## src/rtl/mm3_pkg.sv

```systemverilog
// ---------------------------------------------------------------------------
// mm3_pkg
// Shared constants, command and status types and rotate helpers for the byte-serial
// 32-bit murmur3 hash core.
// ---------------------------------------------------------------------------
package mm3_pkg;

	localparam logic [31:0] C1 = 32'hcc9e2d51;
	localparam logic [31:0] C2 = 32'h1b873593;
	localparam logic [31:0] NK = 32'he6546b64;
	localparam logic [31:0] F1 = 32'h85ebca6b;
	localparam logic [31:0] F2 = 32'hc2b2ae35;

	typedef enum logic [3:0] {
		OP_NONE,
		OP_ACCEPT,
		OP_MUL_C1,
		OP_TAIL_C1,
		OP_MUL_C2,
		OP_HASH_UPD,
		OP_FIN_XOR,
		OP_MUL_F1,
		OP_MUL_F2,
		OP_EMIT
	} dp_op_t;

	typedef struct packed {
		dp_op_t op;
		logic   cfg_load;
	} dp_cmd_t;

	typedef struct packed {
		logic [1:0] pos;
		logic       has_tail;
		logic       out_busy;
		logic       fresh;
	} dp_stat_t;

	function automatic logic [31:0] rotl13(input logic [31:0] x);
		return {x[18:0], x[31:19]};
	endfunction

	function automatic logic [31:0] rotl15(input logic [31:0] x);
		return {x[16:0], x[31:17]};
	endfunction

endpackage

```

## src/rtl/murmur3_32_stream_hash_core.sv

```systemverilog
// ---------------------------------------------------------------------------
// murmur3_32_stream_hash_core
// 32-bit murmur3 of a key streamed one byte per word, seed register.
// ---------------------------------------------------------------------------
// a byte word is taken while the sequencer is idle; a byte that completes a
// 32-bit block holds off input through the block mix (C1 and C2 multiplies
// in the single shared multiplier, then the hash update); a last word then
// runs the tail mix, final xor and avalanche into the result register
// a new byte word is taken while a result waits; the next result waits for it
// reset: asynchronous, seed 0, empty key, no result pending
module murmur3_32_stream_hash_core (
	input  logic        clk,
	input  logic        arst_n,
	input  logic        in_valid,
	output logic        in_ready,
	input  logic [7:0]  data_byte,
	input  logic        byte_valid,
	input  logic        last_item,
	output logic        out_valid,
	input  logic        out_ready,
	output logic [31:0] hash_value,
	output logic [31:0] key_length,
	input  logic        cfg_valid,
	output logic        cfg_ready,
	input  logic [31:0] seed
);

	mm3_pkg::dp_cmd_t  cmd;
	mm3_pkg::dp_stat_t stat;

	mm3_ctrl u_ctrl (
		.clk        (clk),
		.arst_n     (arst_n),
		.in_valid   (in_valid),
		.in_ready   (in_ready),
		.byte_valid (byte_valid),
		.last_item  (last_item),
		.cfg_valid  (cfg_valid),
		.cfg_ready  (cfg_ready),
		.stat       (stat),
		.cmd        (cmd)
	);

	mm3_datapath u_dp (
		.clk        (clk),
		.arst_n     (arst_n),
		.cmd        (cmd),
		.data_byte  (data_byte),
		.byte_valid (byte_valid),
		.seed       (seed),
		.out_ready  (out_ready),
		.stat       (stat),
		.out_valid  (out_valid),
		.hash_value (hash_value),
		.key_length (key_length)
	);

	// a seed write leaves a clean key
	a_cfg_fresh: assert property (@(posedge clk) disable iff (!arst_n)
		(cfg_valid && cfg_ready) |=> stat.fresh)
		else $error("key state not cleared after seed write");

	// a byte that does not close a block advances the position by one
	a_pos_step: assert property (@(posedge clk) disable iff (!arst_n)
		(in_valid && in_ready && byte_valid && !last_item && (stat.pos != 2'd3))
		|=> (stat.pos == ($past(stat.pos) + 2'd1)))
		else $error("byte position did not advance");

	// a result only appears after the emit step
	a_emit_src: assert property (@(posedge clk) disable iff (!arst_n)
		$rose(out_valid) |-> $past(cmd.op == mm3_pkg::OP_EMIT))
		else $error("result raised without emit");

	// config and data words are never taken together
	a_excl: assert property (@(posedge clk) disable iff (!arst_n)
		!(in_valid && in_ready && cfg_valid && cfg_ready))
		else $error("config and data accepted in one cycle");

endmodule

```

## src/rtl/mm3_datapath.sv

```systemverilog
// ---------------------------------------------------------------------------
// mm3_datapath
// Key state, byte packing, one shared 32x32 multiplier and the result
// register of the murmur3 core.
// ---------------------------------------------------------------------------
module mm3_datapath (
	input  logic              clk,
	input  logic              arst_n,
	input  mm3_pkg::dp_cmd_t  cmd,
	input  logic [7:0]        data_byte,
	input  logic              byte_valid,
	input  logic [31:0]       seed,
	input  logic              out_ready,
	output mm3_pkg::dp_stat_t stat,
	output logic              out_valid,
	output logic [31:0]       hash_value,
	output logic [31:0]       key_length
);

	logic [31:0] seed_q;
	logic [31:0] hash_q;
	logic [31:0] acc_q;
	logic [1:0]  pos_q;
	logic [31:0] cnt_q;
	logic [31:0] k_q;
	logic        out_valid_q;
	logic [31:0] hash_out_q;
	logic [31:0] len_out_q;

	logic [31:0] acc_ins;
	logic [31:0] mul_a;
	logic [31:0] mul_b;
	logic [31:0] mul_p;
	logic [31:0] hx;
	logic [31:0] hash_upd;
	logic [31:0] fx;
	logic        take_byte;

	assign take_byte = (cmd.op == mm3_pkg::OP_ACCEPT) && byte_valid;
	assign acc_ins   = acc_q | ({24'd0, data_byte} << {pos_q, 3'b000});

	// shared multiplier, operand picked by the current step
	always_comb begin
		mul_a = k_q;
		mul_b = mm3_pkg::C1;
		unique case (cmd.op)
			mm3_pkg::OP_TAIL_C1: begin
				mul_a = acc_q;
				mul_b = mm3_pkg::C1;
			end
			mm3_pkg::OP_MUL_C2: begin
				mul_a = mm3_pkg::rotl15(k_q);
				mul_b = mm3_pkg::C2;
			end
			mm3_pkg::OP_MUL_F1: begin
				mul_a = k_q;
				mul_b = mm3_pkg::F1;
			end
			mm3_pkg::OP_MUL_F2: begin
				mul_a = k_q ^ (k_q >> 13);
				mul_b = mm3_pkg::F2;
			end
			default: begin
				mul_a = k_q;
				mul_b = mm3_pkg::C1;
			end
		endcase
	end

	assign mul_p    = mul_a * mul_b;
	assign hx       = mm3_pkg::rotl13(hash_q ^ k_q);
	// h * 5 + n as shift and add
	assign hash_upd = (hx << 2) + hx + mm3_pkg::NK;
	assign fx       = hash_q ^ ((pos_q != 2'd0) ? k_q : 32'd0) ^ cnt_q;

	always_ff @(posedge clk or negedge arst_n) begin
		if (!arst_n) begin
			seed_q      <= '0;
			hash_q      <= '0;
			acc_q       <= '0;
			pos_q       <= '0;
			cnt_q       <= '0;
			k_q         <= '0;
			out_valid_q <= 1'b0;
			hash_out_q  <= '0;
			len_out_q   <= '0;
		end else begin
			if (out_valid_q && out_ready && (cmd.op != mm3_pkg::OP_EMIT)) begin
				out_valid_q <= 1'b0;
			end
			if (cmd.cfg_load) begin
				seed_q <= seed;
				hash_q <= seed;
				acc_q  <= '0;
				pos_q  <= '0;
				cnt_q  <= '0;
			end else begin
				unique case (cmd.op)
					mm3_pkg::OP_ACCEPT: begin
						if (take_byte) begin
							cnt_q <= cnt_q + 32'd1;
							pos_q <= pos_q + 2'd1;
							if (pos_q == 2'd3) begin
								k_q   <= acc_ins;
								acc_q <= '0;
							end else begin
								acc_q <= acc_ins;
							end
						end
					end
					mm3_pkg::OP_MUL_C1,
					mm3_pkg::OP_TAIL_C1,
					mm3_pkg::OP_MUL_C2,
					mm3_pkg::OP_MUL_F1,
					mm3_pkg::OP_MUL_F2: begin
						k_q <= mul_p;
					end
					mm3_pkg::OP_HASH_UPD: begin
						hash_q <= hash_upd;
					end
					mm3_pkg::OP_FIN_XOR: begin
						k_q <= fx ^ (fx >> 16);
					end
					mm3_pkg::OP_EMIT: begin
						hash_out_q  <= k_q ^ (k_q >> 16);
						len_out_q   <= cnt_q;
						out_valid_q <= 1'b1;
						hash_q      <= seed_q;
						acc_q       <= '0;
						pos_q       <= '0;
						cnt_q       <= '0;
					end
					default: begin
					end
				endcase
			end
		end
	end

	assign stat.pos      = pos_q;
	assign stat.has_tail = (pos_q != 2'd0);
	assign stat.out_busy = out_valid_q && !out_ready;
	assign stat.fresh    = (hash_q == seed_q) && (cnt_q == 32'd0) && (pos_q == 2'd0)
		&& (acc_q == 32'd0);

	assign out_valid  = out_valid_q;
	assign hash_value = hash_out_q;
	assign key_length = len_out_q;

endmodule

```

## src/rtl/mm3_ctrl.sv

```systemverilog
// ---------------------------------------------------------------------------
// mm3_ctrl
// Sequencer for the murmur3 core: takes words, walks the block mix and
// the finalization steps through the shared multiplier.
// ---------------------------------------------------------------------------
module mm3_ctrl (
	input  logic              clk,
	input  logic              arst_n,
	input  logic              in_valid,
	output logic              in_ready,
	input  logic              byte_valid,
	input  logic              last_item,
	input  logic              cfg_valid,
	output logic              cfg_ready,
	input  mm3_pkg::dp_stat_t stat,
	output mm3_pkg::dp_cmd_t  cmd
);

	typedef enum logic [9:0] {
		ST_IDLE = 10'b0000000001,
		ST_MIX1 = 10'b0000000010,
		ST_MIX2 = 10'b0000000100,
		ST_MIX3 = 10'b0000001000,
		ST_TAIL = 10'b0000010000,
		ST_TM2  = 10'b0000100000,
		ST_FX   = 10'b0001000000,
		ST_FM1  = 10'b0010000000,
		ST_FM2  = 10'b0100000000,
		ST_EMIT = 10'b1000000000
	} state_t;

	state_t state_q;
	state_t state_d;
	logic   last_q;
	logic   last_d;
	logic   idle;

	assign idle      = (state_q == ST_IDLE);
	assign cfg_ready = idle;
	assign in_ready  = idle && !cfg_valid;

	always_comb begin
		state_d      = state_q;
		last_d       = last_q;
		cmd.op       = mm3_pkg::OP_NONE;
		cmd.cfg_load = cfg_valid && idle;
		unique case (state_q)
			ST_IDLE: begin
				if (in_valid && in_ready) begin
					cmd.op = mm3_pkg::OP_ACCEPT;
					last_d = last_item;
					if (byte_valid && (stat.pos == 2'd3)) begin
						state_d = ST_MIX1;
					end else if (last_item) begin
						state_d = ST_TAIL;
					end
				end
			end
			ST_MIX1: begin
				cmd.op  = mm3_pkg::OP_MUL_C1;
				state_d = ST_MIX2;
			end
			ST_MIX2: begin
				cmd.op  = mm3_pkg::OP_MUL_C2;
				state_d = ST_MIX3;
			end
			ST_MIX3: begin
				cmd.op  = mm3_pkg::OP_HASH_UPD;
				state_d = last_q ? ST_TAIL : ST_IDLE;
			end
			ST_TAIL: begin
				if (stat.has_tail) begin
					cmd.op  = mm3_pkg::OP_TAIL_C1;
					state_d = ST_TM2;
				end else begin
					state_d = ST_FX;
				end
			end
			ST_TM2: begin
				cmd.op  = mm3_pkg::OP_MUL_C2;
				state_d = ST_FX;
			end
			ST_FX: begin
				cmd.op  = mm3_pkg::OP_FIN_XOR;
				state_d = ST_FM1;
			end
			ST_FM1: begin
				cmd.op  = mm3_pkg::OP_MUL_F1;
				state_d = ST_FM2;
			end
			ST_FM2: begin
				cmd.op  = mm3_pkg::OP_MUL_F2;
				state_d = ST_EMIT;
			end
			ST_EMIT: begin
				// hold until the result register is free
				if (!stat.out_busy) begin
					cmd.op  = mm3_pkg::OP_EMIT;
					last_d  = 1'b0;
					state_d = ST_IDLE;
				end
			end
			default: begin
				state_d = ST_IDLE;
			end
		endcase
	end

	always_ff @(posedge clk or negedge arst_n) begin
		if (!arst_n) begin
			state_q <= ST_IDLE;
			last_q  <= 1'b0;
		end else begin
			state_q <= state_d;
			last_q  <= last_d;
		end
	end

endmodule

```

## config.mk

```make
export PLATFORM = sky130hd
export DESIGN_NAME = murmur3_32_stream_hash_core
export DESIGN_NICKNAME = d
export VERILOG_FILES = /design/src/rtl/mm3_pkg.sv /design/src/rtl/murmur3_32_stream_hash_core.sv /design/src/rtl/mm3_datapath.sv /design/src/rtl/mm3_ctrl.sv
export SDC_FILE = /design/constraint.sdc
export NUM_CORES = 2
export LEC_CHECK = 0
export BUFFER_PORTS_ARGS = -buffer_cell sky130_fd_sc_hd__buf_2
export CAP_MARGIN = 20
export CORE_UTILIZATION = 45
export DETAILED_ROUTE_END_ITERATION = 8
export GPL_ROUTABILITY_DRIVEN = 0
export HOLD_SLACK_MARGIN = 0.05
export PLACE_DENSITY = 0.64
export SYNTH_ARGS = -nofsm -noshare
export SYNTH_HDL_FRONTEND = slang
export SYNTH_SLANG_ARGS = --single-unit
```

## constraint.sdc

```tcl
create_clock -name clk -period 9.95 [get_ports clk]
set_input_delay 1.99 -clock clk [delete_from_list [all_inputs] [get_ports clk]]
set_output_delay 1.99 -clock clk [all_outputs]
set_load 0.1 [all_outputs]
```

==> impl_results.md <==
* Status: complete, no violations
* I/O Pins at 114
* Met3 usage at 7.89%
* CP dominant cell by count: fa_1
* Clk buf depth at 3
* Share of cells above drive strength 1 at 8.87%
* Period minus WS final at 9.81 ns
* Setup WS post-layout at 0.142 ns
* Final setup TNS at 0 ns
* Inserted Clock Buffers at 25
* Detailed Route Iter0 Violations at 2789
* Yosys warning count at 0
* Cell row count at 92
* Die area at 65300 um2
* Relative slew slack at 17.7%
* Routed vias at 24200
* Critical path's top delay family: adder cells
* Gr ovfl total at 0
* Vias in the first global route at 24300
* Seq/Total Area, Yosys at 20.6%
* CTS tree: yes
* Most common cell after layout, fill and taps aside: inv_1
* Clock Skews at 0.0130 ns
* Wire length per cell at 24.5 um
* Final wirelength at 104 mm
* M1 GR Usage at 43.9%
* GR peak layer: met2
* Synthesized instance count at 3308
* Mapped Area at 28900 um2
* Crit-path max cell delay at 0.68 ns
* Max-Cap Viols at 0
* Vias per Instance at 5.70
* Reg-to-reg setup timing slack at 0.14 ns
* Largest fanout on the critical path at 10
* Async SR Flop Fraction at 100%
* Commonest cells after routing, fill and taps aside: 568 x inv_1, 464 x nand2_1, 392 x fa_1
* Largest cells by area after synthesis: fa_1 27%, dfrtp_1 21%, ha_1 8.5%
* Worst path buffer plus inverter count at 5
* Area grow syn2layout at 9.38%
* Initial antenna violation count at 8
* Net Count, Synth at 3944
* Worst slew pin tran at 1.22 ns
* Clock Latency Late Sink at 0.54 ns
* Yosys top cell area share at 27.1%
* Maximum level of the CTS H-tree at 1
* Largest net degree at the start of global routing at 122
* Worst EP required at 10.35 ns
* Seq cells post-synth at 238
* Met2 Usage GRT at 47.0%
* Biggest area consumer among synthesized cells: fa_1
* Finish-stage setup viols at 0
* Crit share post-route at 98.6%
* PortBufs at 113
* Max-slew violation count at 0
* Worst-path clk slew at 0.06 ns
* Fmax achieved at 102 MHz
* Dpl ws at 0.258 ns
* RSZ-0062 raised after global routing: no
* Main synth FF type: dfrtp_1
* Slowest-stage cell, CP: fa_1
* Synth cell types at 82
* Critical Path AT at 10.21 ns
* First-pass GRT wire length at 156 mm
* Worst setup EP type: flop
* Fin. Hold Viols at 0
* Initial Util at 45.7%
* Drt drc at 0
* Remaining antenna violation count after routing at 0
* Die W at 255 um
* GRT Util Overall at 32.2%
* Startpoint types: flop
* Hpwl dp at 86.0 mm
* Setup Crit Path Kind: reg2reg
* DRT Pass-1 Iters at 7
* Nets@finish at 4023
* Chip height at 255 um
* Min-delay worst type: reg2reg
* Syn avg cell area at 8.74 um2
* Root Buffer: clkbuf_16
* Core Box Area at 63300 um2
* Clock sink total at 238
* Post-synth EDFFs at 0
==> state kept, by name (all words and copies together) (netlist names) <==
| signal | cells |
|---|---|
| u_dp.hash_q | 32 |
| u_dp.cnt_q | 32 |
| u_dp.acc_q | 32 |
| u_ctrl.last_q | 1 |
| u_dp.key_length | 32 |
| u_dp.pos_q | 2 |
| u_dp.hash_value | 32 |
| u_ctrl.state_q | 10 |
| u_dp.out_valid | 1 |
| u_dp.seed_q | 32 |
| u_dp.k_q | 32 |
==> metrics by stage <==
step	util [%]	cell area, um2	instances	hold WS (ns)
detailed placement	48.4	30700	4202	0.451
CTS	49.7	31500	4246	0.470
finish	49.9	31600	4253	0.466
global placement	48.4	30700	4202	0.447
floorplan	-	28900	3308	0.440
global route	49.9	31600	4250	0.482
==> area by class of cell <==
type / count / area, um2
Fill cell: 6049 / 31700
Multi-Input combinational cell: 2342 / 20300
Sequential cell: 238 / 5960
Inverter: 574 / 2150
Timing Repair Buffer: 206 / 1320
Tap cell: 846 / 1060
Clock buffer: 33 / 676
Clock inverter: 11 / 123
Antenna cell: 3 / 7.51
==> path summary, 6_finish.rpt <==
check,cells after the start,from,to
min in group asynchronous,1,arst_n,u_dp.seed_q[0]
hold reg to reg,2,u_dp.hash_value[22],u_dp.hash_value[22]
setup / recovery,30,u_ctrl.state_q[1],u_dp.k_q[29]
hold / removal,2,u_dp.hash_value[22],u_dp.hash_value[22]
setup reg to reg,30,u_ctrl.state_q[1],u_dp.k_q[29]
max in group asynchronous,2,arst_n,u_ctrl.state_q[4]
==> cells in the mapped netlist (5+ instances only) <==
cell type and number:
a211oi_1 13, a31oi_1 22, fa_1 392, o211ai_1 6, buf_2 12, or3_1 7, a21o_1 29, ha_1 197
nor2_1 297, nand3_1 36, buf_1 23, nor2b_1 29, nand4_1 19, a21oi_1 179, or2_2 8, a22oi_1 11
xnor3_1 6, o21a_1 14, dfrtp_1 237, nor3_1 45, nand2b_1 15, a22o_1 6, o22ai_1 14, inv_1 568
a221o_1 5, xnor2_1 175, xor2_1 83, mux2i_1 14, a221oi_1 27, and2_1 23, o21ai_0 88, and3_1 14
o221ai_1 5, nor4_1 13, nand2_1 468, clkbuf_1 118, o21bai_1 11
==> tightest hold or removal path, delay by kind of cell, from the launching register on <==
kind	cells	cell delay, ns
simple gates	2	0.10
flops	1	0.34
==> metal layers <==
layer,vias to the layer above,routed length (um)
li1,10600,-
met4,12,7140
met3,420,11700
met5,-,73
met1,11800,41900
met2,1447,43500
==> cells by family after synthesis <==
group                    share of synthesized area, %
AO/OA/AOI/OAI                                    10.1
XOR/XNOR                                         8.37
adder cells (fa/ha/maj)                          35.7
buffers and inverters                            9.53
flip-flops                                       20.6
multiplexers                                    0.524
AND/OR/NAND/NOR                                  15.2
==> timing repair <==
| action | 4_1_cts | 5_1_grt |
|---|---|---|
| setup endpoints to repair | 0 | 5 |
| hold buffers | 0 | 0 |
| setup buffers | 0 | 3 |
| gates resized for setup | 0 | 25 |
Power is not shown: default switching activity piles up to over one toggle a cycle in this logic, so the estimate is an artifact.
